File: config.mk
export PLATFORM = sky130hd
export DESIGN_NAME = cpu_utilization_delta
export DESIGN_NICKNAME = d
export VERILOG_FILES = /design/src/cud_pkg.sv /design/src/cud_sequencer.sv /design/src/cud_datapath.sv /design/src/cpu_utilization_delta.sv
export SDC_FILE = /design/constraint.sdc
export NUM_CORES = 2
export LEC_CHECK = 0
export BUFFER_PORTS_ARGS = -buffer_cell sky130_fd_sc_hd__buf_4
export CORE_ASPECT_RATIO = 0.75
export CORE_MARGIN = 2
export CORE_UTILIZATION = 45
export CTS_CLUSTER_DIAMETER = 120
export DETAILED_ROUTE_END_ITERATION = 7
export MAX_ROUTING_LAYER = met4
export PLACE_DENSITY = 0.61
export SLEW_MARGIN = 20
export SYNTH_ARGS = -nofsm -noshare
export SYNTH_HDL_FRONTEND = slang
export SYNTH_SLANG_ARGS = --single-unit
File: constraint.sdc
create_clock -name i_clk -period 39.1 [get_ports i_clk]
set_input_delay 5.865 -clock i_clk [delete_from_list [all_inputs] [get_ports i_clk]]
set_output_delay 5.865 -clock i_clk [all_outputs]
set_load 0.05 [all_outputs]
File: src/cud_pkg.sv
`timescale 1ns / 1ps
// Shared types, constants and microcode addresses for the CPU utilisation block.
package cud_pkg;

    localparam int FRAC_BITS_DEF = 16;
    localparam int CTR_W         = 64;
    localparam int NUM_CTR       = 8;
    localparam int IDX_W         = $clog2(NUM_CTR);
    localparam int PC_W          = 5;

    localparam int IDX_USER   = 0;
    localparam int IDX_SYSTEM = 2;
    localparam int IDX_IDLE   = 3;
    localparam int IDX_IOWAIT = 4;

    localparam logic [PC_W-1:0] PC_WAIT     = 5'd0;
    localparam logic [PC_W-1:0] PC_CLR      = 5'd1;
    localparam logic [PC_W-1:0] PC_ACC      = 5'd2;
    localparam logic [PC_W-1:0] PC_TOT      = 5'd3;
    localparam logic [PC_W-1:0] PC_IDLE     = 5'd4;
    localparam logic [PC_W-1:0] PC_IDEL     = 5'd5;
    localparam logic [PC_W-1:0] PC_CHK_PREV = 5'd6;
    localparam logic [PC_W-1:0] PC_CHK_BAD  = 5'd7;
    localparam logic [PC_W-1:0] PC_CHK_ZERO = 5'd8;
    localparam logic [PC_W-1:0] PC_DIV      = 5'd9;
    localparam logic [PC_W-1:0] PC_DIV_END  = 5'd24;
    localparam logic [PC_W-1:0] PC_OK       = 5'd25;
    localparam logic [PC_W-1:0] PC_FIRST    = 5'd26;
    localparam logic [PC_W-1:0] PC_BACK     = 5'd27;
    localparam logic [PC_W-1:0] PC_NOTICK   = 5'd28;
    localparam logic [PC_W-1:0] PC_EMIT     = 5'd29;
    localparam logic [PC_W-1:0] PC_RET      = 5'd30;

    typedef enum logic [3:0] {
        OP_NOP,
        OP_WAIT,
        OP_CLR,
        OP_ACC,
        OP_TOT,
        OP_IDLE,
        OP_IDEL,
        OP_DLOAD,
        OP_DSAT,
        OP_DSTEP,
        OP_DSTORE,
        OP_COMMIT,
        OP_EMIT
    } t_op;

    typedef enum logic [3:0] {
        C_NEXT,
        C_ALWAYS,
        C_NOVALID,
        C_SUMLOOP,
        C_DIVLOOP,
        C_NOPREV,
        C_BAD,
        C_ZERO,
        C_OUTBUSY
    } t_cond;

    typedef enum logic [1:0] {
        SEL_BUSY,
        SEL_USER,
        SEL_SYS,
        SEL_IOW
    } t_sel;

    typedef enum logic [1:0] {
        ST_OK,
        ST_FIRST,
        ST_BACK,
        ST_NOTICK
    } t_status;

    typedef struct packed {
        t_op             op;
        t_cond           cond;
        t_sel            sel;
        t_status         status;
        logic [PC_W-1:0] target;
    } t_cw;

    typedef struct packed {
        logic in_valid;
        logic have_prev;
        logic bad;
        logic zero;
        logic sum_last;
        logic div_last;
        logic out_busy;
    } t_flags;

endpackage

File: src/cud_sequencer.sv
`timescale 1ns / 1ps
// Microcode ROM, step counter and conditional jump logic.
module cud_sequencer import cud_pkg::*; (
    input  logic   i_clk,
    input  logic   i_rst_n,
    input  t_flags i_flags,
    output t_cw    o_cw
);

    logic [PC_W-1:0] r_pc;
    logic [PC_W-1:0] n_pc;
    logic            take;

    function automatic t_cw ucode(input logic [PC_W-1:0] a);
        t_cw             w;
        logic [PC_W-1:0] k;
        w = '{op: OP_NOP, cond: C_ALWAYS, sel: SEL_BUSY, status: ST_OK, target: PC_WAIT};
        k = a - PC_DIV;
        case (a) inside
            PC_WAIT: begin
                w.op = OP_WAIT;
                w.cond = C_NOVALID;
                w.target = PC_WAIT;
            end
            PC_CLR: begin
                w.op = OP_CLR;
                w.cond = C_NEXT;
            end
            PC_ACC: begin
                w.op = OP_ACC;
                w.cond = C_SUMLOOP;
                w.target = PC_ACC;
            end
            PC_TOT: begin
                w.op = OP_TOT;
                w.cond = C_NEXT;
            end
            PC_IDLE: begin
                w.op = OP_IDLE;
                w.cond = C_NEXT;
            end
            PC_IDEL: begin
                w.op = OP_IDEL;
                w.cond = C_NEXT;
            end
            PC_CHK_PREV: begin
                w.cond = C_NOPREV;
                w.target = PC_FIRST;
            end
            PC_CHK_BAD: begin
                w.cond = C_BAD;
                w.target = PC_BACK;
            end
            PC_CHK_ZERO: begin
                w.cond = C_ZERO;
                w.target = PC_NOTICK;
            end
            [PC_DIV:PC_DIV_END]: begin
                w.sel = t_sel'(k[3:2]);
                w.cond = C_NEXT;
                case (k[1:0])
                    2'd0: w.op = OP_DLOAD;
                    2'd1: w.op = OP_DSAT;
                    2'd2: begin
                        w.op = OP_DSTEP;
                        w.cond = C_DIVLOOP;
                        w.target = a;
                    end
                    default: w.op = OP_DSTORE;
                endcase
            end
            PC_OK: begin
                w.op = OP_COMMIT;
                w.status = ST_OK;
                w.target = PC_EMIT;
            end
            PC_FIRST: begin
                w.op = OP_COMMIT;
                w.status = ST_FIRST;
                w.target = PC_EMIT;
            end
            PC_BACK: begin
                w.op = OP_COMMIT;
                w.status = ST_BACK;
                w.target = PC_EMIT;
            end
            PC_NOTICK: begin
                w.op = OP_COMMIT;
                w.status = ST_NOTICK;
                w.cond = C_NEXT;
            end
            PC_EMIT: begin
                w.op = OP_EMIT;
                w.cond = C_OUTBUSY;
                w.target = PC_EMIT;
            end
            default: begin
                w.cond = C_ALWAYS;
                w.target = PC_WAIT;
            end
        endcase
        return w;
    endfunction

    assign o_cw = ucode(r_pc);

    always_comb begin
        case (o_cw.cond)
            C_NEXT:    take = 1'b0;
            C_ALWAYS:  take = 1'b1;
            C_NOVALID: take = !i_flags.in_valid;
            C_SUMLOOP: take = !i_flags.sum_last;
            C_DIVLOOP: take = !i_flags.div_last;
            C_NOPREV:  take = !i_flags.have_prev;
            C_BAD:     take = i_flags.bad;
            C_ZERO:    take = i_flags.zero;
            C_OUTBUSY: take = i_flags.out_busy;
            default:   take = 1'b1;
        endcase
        n_pc = take ? o_cw.target : r_pc + 1'b1;
    end

    always_ff @(posedge i_clk) begin
        if (!i_rst_n) begin
            r_pc <= PC_WAIT;
        end else begin
            r_pc <= n_pc;
        end
    end

endmodule

File: src/cud_datapath.sv
`timescale 1ns / 1ps
// Snapshot registers, 64-bit adder, shared radix-2 divider and output register.
module cud_datapath import cud_pkg::*; #(
    parameter int FRAC_BITS = FRAC_BITS_DEF
) (
    input  logic                            i_clk,
    input  logic                            i_rst_n,
    input  t_cw                             i_cw,
    input  logic                            i_in_valid,
    input  logic                            i_out_ready,
    input  logic [NUM_CTR-1:0][CTR_W-1:0]   i_ctr,
    output t_flags                          o_flags,
    output logic                            o_out_valid,
    output t_status                         o_status,
    output logic [FRAC_BITS:0]              o_busy,
    output logic [FRAC_BITS:0]              o_user,
    output logic [FRAC_BITS:0]              o_sys,
    output logic [FRAC_BITS:0]              o_iow
);

    localparam int CNT_W = $clog2(FRAC_BITS);
    localparam logic [FRAC_BITS:0] ONE = {1'b1, {FRAC_BITS{1'b0}}};

    logic [NUM_CTR-1:0][CTR_W-1:0] r_cur;
    logic [CTR_W-1:0] r_acc, r_tot_cur, r_idle_cur, r_tdelta, r_idelta;
    logic [CTR_W-1:0] r_prev_tot, r_prev_idle, r_prev_user, r_prev_sys, r_prev_iow;
    logic [CTR_W-1:0] r_rem;
    logic [FRAC_BITS-1:0] r_quo;
    logic [CNT_W-1:0] r_cnt;
    logic r_sat, r_bad, r_zero, r_have_prev, r_out_valid;
    logic [FRAC_BITS:0] r_busy, r_user, r_sys, r_iow;
    t_status r_status;
    t_status r_o_status;
    logic [FRAC_BITS:0] r_o_busy, r_o_user, r_o_sys, r_o_iow;

    logic             in_accept;
    logic             out_busy;
    logic             emit;
    logic [CTR_W-1:0] n_sum;
    logic [CTR_W:0]   n_tdiff, n_idiff;
    logic [CTR_W-1:0] n_num;
    logic [CTR_W:0]   n_shift, n_trial;
    logic             n_take;
    logic [FRAC_BITS:0] n_res;

    assign in_accept = (i_cw.op == OP_WAIT) && i_in_valid;
    assign out_busy  = r_out_valid && !i_out_ready;
    assign emit      = (i_cw.op == OP_EMIT) && !out_busy;

    assign n_sum   = r_acc + r_cur[r_cnt[IDX_W-1:0]];
    assign n_tdiff = {1'b0, r_acc} - {1'b0, r_prev_tot};
    assign n_idiff = {1'b0, r_acc} - {1'b0, r_prev_idle};

    always_comb begin
        case (i_cw.sel)
            SEL_BUSY: n_num = r_idelta;
            SEL_USER: n_num = r_cur[IDX_USER] - r_prev_user;
            SEL_SYS:  n_num = r_cur[IDX_SYSTEM] - r_prev_sys;
            SEL_IOW:  n_num = r_cur[IDX_IOWAIT] - r_prev_iow;
            default:  n_num = r_idelta;
        endcase
    end

    // The remainder stays below the divisor, so bit 64 of the trial is the borrow.
    assign n_shift = {r_rem, 1'b0};
    assign n_trial = n_shift - {1'b0, r_tdelta};
    assign n_take  = !n_trial[CTR_W];
    assign n_res   = r_sat ? ONE : {1'b0, r_quo};

    always_ff @(posedge i_clk) begin
        if (in_accept) begin
            r_cur <= i_ctr;
        end
        case (i_cw.op)
            OP_CLR: begin
                r_acc <= '0;
                r_cnt <= '0;
            end
            OP_ACC: begin
                r_acc <= n_sum;
                r_cnt <= r_cnt + 1'b1;
            end
            OP_TOT: begin
                r_tot_cur <= r_acc;
                r_tdelta  <= n_tdiff[CTR_W-1:0];
                r_bad     <= n_tdiff[CTR_W];
            end
            OP_IDLE: begin
                r_acc <= r_cur[IDX_IDLE] + r_cur[IDX_IOWAIT];
            end
            OP_IDEL: begin
                r_idle_cur <= r_acc;
                r_idelta   <= n_idiff[CTR_W-1:0];
                r_bad      <= r_bad | n_idiff[CTR_W];
                r_zero     <= (r_tdelta == '0);
            end
            OP_DLOAD: begin
                r_rem <= n_num;
                r_quo <= '0;
                r_cnt <= '0;
            end
            OP_DSAT: begin
                r_sat <= (r_rem >= r_tdelta);
            end
            OP_DSTEP: begin
                r_rem <= n_take ? n_trial[CTR_W-1:0] : n_shift[CTR_W-1:0];
                r_quo <= {r_quo[FRAC_BITS-2:0], n_take};
                r_cnt <= r_cnt + 1'b1;
            end
            OP_DSTORE: begin
                case (i_cw.sel)
                    SEL_BUSY: r_busy <= ONE - n_res;
                    SEL_USER: r_user <= n_res;
                    SEL_SYS:  r_sys  <= n_res;
                    SEL_IOW:  r_iow  <= n_res;
                    default:  r_busy <= ONE - n_res;
                endcase
            end
            OP_COMMIT: begin
                r_status    <= i_cw.status;
                r_prev_tot  <= r_tot_cur;
                r_prev_idle <= r_idle_cur;
                r_prev_user <= r_cur[IDX_USER];
                r_prev_sys  <= r_cur[IDX_SYSTEM];
                r_prev_iow  <= r_cur[IDX_IOWAIT];
                if (i_cw.status != ST_OK) begin
                    r_busy <= '0;
                    r_user <= '0;
                    r_sys  <= '0;
                    r_iow  <= '0;
                end
            end
            default: begin
            end
        endcase
        if (emit) begin
            r_o_status <= r_status;
            r_o_busy   <= r_busy;
            r_o_user   <= r_user;
            r_o_sys    <= r_sys;
            r_o_iow    <= r_iow;
        end
        if (!i_rst_n) begin
            r_have_prev <= 1'b0;
            r_out_valid <= 1'b0;
        end else begin
            if (i_cw.op == OP_COMMIT) begin
                r_have_prev <= 1'b1;
            end
            if (emit) begin
                r_out_valid <= 1'b1;
            end else if (i_out_ready) begin
                r_out_valid <= 1'b0;
            end
        end
    end

    assign o_flags = '{
        in_valid:  i_in_valid,
        have_prev: r_have_prev,
        bad:       r_bad,
        zero:      r_zero,
        sum_last:  (r_cnt == CNT_W'(NUM_CTR - 1)),
        div_last:  (r_cnt == CNT_W'(FRAC_BITS - 1)),
        out_busy:  out_busy
    };

    assign o_out_valid = r_out_valid;
    assign o_status    = r_o_status;
    assign o_busy      = r_o_busy;
    assign o_user      = r_o_user;
    assign o_sys       = r_o_sys;
    assign o_iow       = r_o_iow;

endmodule

File: src/cpu_utilization_delta.sv
`timescale 1ns / 1ps
// Top level of the CPU utilisation block: tick counter snapshots in, busy ratios out.
//
//   Channel   Handshake            Payload
//   input     i_valid / o_ready    eight 64-bit cumulative tick counters
//   output    o_valid / i_ready    status and four Q1.FRAC_BITS ratios
//
// A beat that yields ratios holds off the next input beat while the shared
// bit-per-cycle divider forms the four quotients in turn. A first sample,
// counters that went backwards and a sample with no elapsed ticks skip the
// divider.
// Reset is synchronous and active low; it clears the step counter, the output
// valid and the flag that a previous snapshot is held.
// A result waits in the output register while the next beat is taken; a stalled
// output holds the sequencer only when a second result is ready to leave.
module cpu_utilization_delta import cud_pkg::*; #(
    parameter int FRAC_BITS = FRAC_BITS_DEF
) (
    input  logic                 i_clk,
    input  logic                 i_rst_n,
    input  logic                 i_valid,
    output logic                 o_ready,
    input  logic [CTR_W-1:0]     i_user_ticks,
    input  logic [CTR_W-1:0]     i_nice_ticks,
    input  logic [CTR_W-1:0]     i_system_ticks,
    input  logic [CTR_W-1:0]     i_idle_ticks,
    input  logic [CTR_W-1:0]     i_iowait_ticks,
    input  logic [CTR_W-1:0]     i_irq_ticks,
    input  logic [CTR_W-1:0]     i_softirq_ticks,
    input  logic [CTR_W-1:0]     i_steal_ticks,
    output logic                 o_valid,
    input  logic                 i_ready,
    output logic [1:0]           o_sample_status,
    output logic [FRAC_BITS:0]   o_busy_ratio,
    output logic [FRAC_BITS:0]   o_user_share,
    output logic [FRAC_BITS:0]   o_system_share,
    output logic [FRAC_BITS:0]   o_iowait_share
);

    t_cw                           cw;
    t_flags                        flags;
    t_status                       status;
    logic [NUM_CTR-1:0][CTR_W-1:0] ctr;

    assign ctr = {i_steal_ticks, i_softirq_ticks, i_irq_ticks, i_iowait_ticks,
                  i_idle_ticks, i_system_ticks, i_nice_ticks, i_user_ticks};

    assign o_ready         = i_rst_n && (cw.op == OP_WAIT);
    assign o_sample_status = status;

    cud_sequencer u_seq (
        .i_clk   (i_clk),
        .i_rst_n (i_rst_n),
        .i_flags (flags),
        .o_cw    (cw)
    );

    cud_datapath #(
        .FRAC_BITS (FRAC_BITS)
    ) u_dp (
        .i_clk       (i_clk),
        .i_rst_n     (i_rst_n),
        .i_cw        (cw),
        .i_in_valid  (i_valid),
        .i_out_ready (i_ready),
        .i_ctr       (ctr),
        .o_flags     (flags),
        .o_out_valid (o_valid),
        .o_status    (status),
        .o_busy      (o_busy_ratio),
        .o_user      (o_user_share),
        .o_sys       (o_system_share),
        .o_iow       (o_iowait_share)
    );

endmodule

# ---- Word level (Yosys, flattened, before mapping)
# Cells that the tools add are included.
dict set report classes {
  addsub 12
  magnitude_cmp 4
  eq_ne 45
  muxes 95
  bitwise_logic 1
  n_reduce_logical 30
}
# op n
set op_table {}
lappend op_table {{$pmux W64 S4} 1}
lappend op_table {{$bmux W64 S3} 1}
lappend op_table {{$pmux W64 S3} 1}
lappend op_table {{$sub A64 B64 Y64} 3}
lappend op_table {{$pmux W17 S2} 4}
lappend op_table {{$sub A64 B64 Y65} 2}
lappend op_table {{$add A64 B64 Y64} 2}
lappend op_table {{$mux W64} 2}
lappend op_table {{$pmux W64 S2} 1}
lappend op_table {{$mux W4} 30}
lappend op_table {{$mux W17} 6}
lappend op_table {{$mux W5} 17}
lappend op_table {{$sub A65 B64 Y65} 1}
lappend op_table {{$ge A64 B64 Y1} 1}
lappend op_table {{$logic_not A64 Y1} 1}
lappend op_table {{$mux W2} 24}
lappend op_table {{$eq A4 B3 Y1 const B} 9}
lappend op_table {{$pmux W16 S2} 1}
lappend op_table {{$eq A4 B4 Y1 const B} 7}
lappend op_table {{$eq A5 B5 Y1 const B} 5}
lappend op_table {{$eq A5 B3 Y1 const B} 4}
lappend op_table {{$sub A17 B17 Y17 const A} 1}
lappend op_table {{$eq A4 B2 Y1 const B} 4}
lappend op_table {{$ne A12 B12 Y1 const B} 1}
lappend op_table {{other kinds (30)} 58}
dict set report word_totals {
  ff_bits 1386
  in_bits 516
  word_cells 224
}

# ---- Logic depth before layout (Yosys ltp)
dict set report depth {
  depth_word 19
  mapped_depth 19
  depth_no_buf 16
}

# ---- Hierarchy
# Synthesis repeated with hierarchy kept, for this count alone.
dict set report hier_totals {
  cells_unflattened 7104
  hier_area_um2 81449.4
}
# module n_inst cells_per_inst area_each_um2 seq_area_each_um2
set modules_own_cells {}
lappend modules_own_cells {cud_datapath 1 6948 80275.7 41449.8}
lappend modules_own_cells {cud_sequencer 1 154 1157.4 100.1}
lappend modules_own_cells {cpu_utilization_delta 1 2 16.3 0.0}

# ---- Least setup slack after synthesis
# OpenSTA, ideal clock, no wires.
dict set report synth_timing {
  path_kind {in2reg}
  start {input i_valid}
  end {register u_dp.r_cur[0] (netlist bit) (enable)}
  arrival_time_ps 17356
  t_required_ps 38155
  path_slack_ps 20798
  path_stages 1
  path_buffers 0
  cell_sequence {and2_1}
}
dict set report synth_between {
  elab_chain_len 1
}
# item line
set synth_lines {}
lappend synth_lines {{start: declaration} cpu_utilization_delta.sv:21} ;# input logic i_valid,
lappend synth_lines {{$logic_and A1 B1 Y1} cud_datapath.sv:46} ;# assign in_accept = (i_cw.op == OP_WAIT) && i_in_valid;
lappend synth_lines {{end signal: assignment} cud_datapath.sv:72} ;# r_cur <= i_ctr;
lappend synth_lines {{end: declaration} cud_datapath.sv:24} ;# logic [NUM_CTR-1:0][CTR_W-1:0] r_cur;
# Every way passes these cells.
# A chain may end at the register's enable or synchronous reset.

# ---- Worst setup path in the final report
dict set report layout_timing {
  start {input i_rst_n}
  end {output o_ready}
}
dict set report layout_between {
  elab_chain_len 1
}
# item line
set layout_lines {}
lappend layout_lines {{start: declaration} cpu_utilization_delta.sv:20} ;# input logic i_rst_n,
lappend layout_lines {{$logic_and A1 B1 Y1} cpu_utilization_delta.sv:48} ;# assign o_ready = i_rst_n && (cw.op == OP_WAIT);
lappend layout_lines {{end: declaration} cpu_utilization_delta.sv:22} ;# output logic o_ready,
# Every way passes these cells.

==> run summary <==
run status -> finished clean
DRC violation total after the first TritonRoute iteration -> 8060
Syn Area/Cell -> 11.3 um2
power share of the combinational group -> 0.530
most used standard cells in the synthesized netlist -> edfxtp_1, a21oi_1, ha_1
terminus of the critical flop-to-flop path -> u_dp.r_cur[389]$_DFFE_PP_
number of port buffers -> 587
pin count of the biggest net entering global routing -> 144
number of warnings reported in the yosys synthesis log -> 0
count of cell types in the netlist -> 102
Filler Cells Inserted -> 15800
portion of synthesized cell area occupied by the leading cell type -> 0.507
Die Area -> 185000 um2
Clock power frac -> 0.163
Worst Path Class, Setup -> primary input to primary output
hold worst-path end -> u_dp.r_prev_idle[8]$_DFFE_PP_
Starting Density -> 0.452
synthesis-to-layout area growth -> 14.3%
total congestion overflow after global routing -> 0
Final Hold Vio Count -> 0
startpoint class of the critical path -> primary input
total detailed-routing wirelength -> 265 mm
final setup TNS -> 0 ns
number of buffers inserted by post-CTS setup repair -> 0
post-layout instance area -> 93300 um2
post-cts gate resize count -> 0
internal reg-to-reg setup slack -> 31.44 ns
Worst Hold Path Cells -> 0
startpoint of the lowest-slack register-to-register path -> u_seq.r_pc[0]$_SDFFE_PN0P_
number of cell rows -> 135
post-detailed-placement half-perimeter wirelength -> 206 mm
number of iterations in the first detailed-routing pass -> 8
Clock H-tree levels -> 4
total vias in the final route -> 62000
power spent charging and discharging nets -> 3.90 mW
Mapped Cells -> 7247
leakage power -> 36.7 nW
number of enable-type register cells in the synthesized netlist -> 1379
Synth area leaders -> edfxtp_1, ha_1, a21oi_1
Hold-fix buffers, CTS -> 0
actual transition at the worst max-transition pin -> 1.08 ns
critical path fanouts, max -> 7
dominant synthesized flop cell -> edfxtp_1
clk buf depth -> 3
WP data required -> 33.23 ns
Num CTS Buffers -> 146
average vias per placed instance -> 6.03
FF-to-FF path depth -> 15
placeable core region -> 180000 um2
clock latency reported for the late side of the worst-skew pair -> 0.81 ns
skew final -> 0.0457 ns
Syn Std Cell Area -> 81600 um2
Final Max Slew Viols -> 0
Max Clk Rate -> 0.0820 GHz
GRT Resource Usage Total -> 0.287
via count of the first global-routing pass -> 57600
max-slew headroom at the worst pin -> 0.274
global-route wire length before repair -> 381 mm
launch point of the worst hold path -> u_dp.r_idle_cur[8]$_DFFE_PP_
clock transition at the register clock pins on the worst setup and hold paths after CTS -> 0.06 ns
max-cap violation count -> 0
total of endpoints with negative setup slack in the final report -> 0
proportion of total power due to net switching -> 0.450
initial antenna violation count -> 21
data arrival time of the worst path -> 6.34 ns
antenna-violating nets left -> 0
final critical path time including I/O delays and setup -> 12.20 ns
sequential cell fraction of total power -> 0.307
DRC violations left -> 0
fin nets -> 8855
most instantiated library cell after synthesis -> edfxtp_1
Synth Register Bits -> 1386
total cell area at the placement stage -> 88500 um2
Root Buffer -> clkbuf_16
routed wirelength normalized by instance count -> 25.8 um
die width -> 496 um
class of the most critical hold timing path -> flip-flop to flip-flop
Worst IR Drop VDD -> 46.8 uV
CP Capture Type -> primary output
setup repair after global routing missed its margin -> no
Synth Net Count -> 8348
crit share post-route -> 0.312
Int Pwr -> 4.77 mW
height of the die -> 373 um
number of I/O pins -> 588
power density over cell area -> 92.9 nW/um2
sequential area share after synthesis -> 0.509
global placer's final weighted congestion -> 0.964
number of sinks handled by clock tree synthesis -> 1386
share of synthesized registers carrying an async set or reset -> 0
layout cells sized above 1 -> 0.143
cell accounting for the most synthesized area -> edfxtp_1
CTS tree -> done
cell usage in the layout (no fill, tap or decap), types with 147 or more instances in the layout:
master	n
a21o_1	327
a21oi_1	672
buf_4	641
clkbuf_16	147
edfxtp_1	1379
ha_1	577
inv_1	511
nand2_1	456
nor2_1	412
o21ai_0	384
xnor2_1	276
xor2_1	195
how the worst max path moves through the flow:
stage / endpoint / start / slack [ns]
2_1_floorplan: u_dp.r_cur[0]$_DFFE_PP_ / i_valid / 20.80
3_3_place_gp: o_ready / i_rst_n / 26.91
3_5_place_dp: o_ready / i_rst_n / 26.90
4_1_cts: o_ready / i_rst_n / 26.90
5_1_grt: o_ready / i_rst_n / 26.89
6_report: o_ready / i_rst_n / 26.90
layer usage:
layer | track usage | wire length (um)
met1 | 0.454 | 127000
met2 | 0.382 | 106000
met3 | 0.0502 | 26700
met4 | 0.0520 | 4750
met5 | - | 0
flip-flops by register name, indices dropped and copies added, names as in the netlist, 64 cells and up:
signal	flops
u_dp.r_acc	64
u_dp.r_cur	512
u_dp.r_idelta	64
u_dp.r_idle_cur	64
u_dp.r_prev_idle	64
u_dp.r_prev_iow	64
u_dp.r_prev_sys	64
u_dp.r_prev_tot	64
u_dp.r_prev_user	64
u_dp.r_rem	64
u_dp.r_tdelta	64
u_dp.r_tot_cur	64
metrics by stage:
step / power [mW] / hold slack (ns) / instances / setup slack, ns / utilization
after floorplan: 5.81 / 0.400 / 7247 / 20.80 / -
after global placement: 7.11 / 0.400 / 10000 / 26.91 / 0.491
after detailed placement: 7.13 / 0.405 / 10000 / 26.90 / 0.491
after CTS: 8.59 / 0.391 / 10300 / 26.90 / 0.517
after global routing: 9.14 / 0.394 / 10300 / 26.89 / 0.517
final: 8.67 / 0.399 / 10300 / 26.90 / 0.517
power groups by stage:
stage	combinational [mW]	sequential [mW]	clock (mW)
global route	4.97	2.68	1.50
floorplan	3.23	2.58	0
global placement	4.45	2.66	0
detailed placement	4.46	2.67	0
finish	4.60	2.66	1.42
CTS	4.50	2.64	1.44
cells by family (layout without fill, tap and decap cells):
group                      after synthesis  in the layout  synth area share
xor gates and xnor gates               471            471            0.0505
DFF                                   1386           1386             0.509
other                                    0              5                 0
AOI/OAI and AO/OA                     2170           2170             0.170
buffers and inverters                  799           1424            0.0373
muxes                                  212            212            0.0466
and+or+nand+nor                       1624           1624            0.0958
adders and majority gates              585            585            0.0904
worst max-delay path, cell delays in order:
cell    delay (ns)
buf_4         0.14
and2_1        0.14
buf_4         0.19
layout make-up:
cell class	instances	area, um2	share of cell area
well taps	2397	3000	0.0321
repair buffers	646	4910	0.0526
inverters	512	1920	0.0206
clock buffers	176	3790	0.0406
flip-flops and latches	1386	41500	0.445
diodes	5	12.5	0.000134
clock inverters	90	1010	0.0108
multi-input cells	5062	37100	0.398
Note: power is estimated with default switching activity, not from simulation.
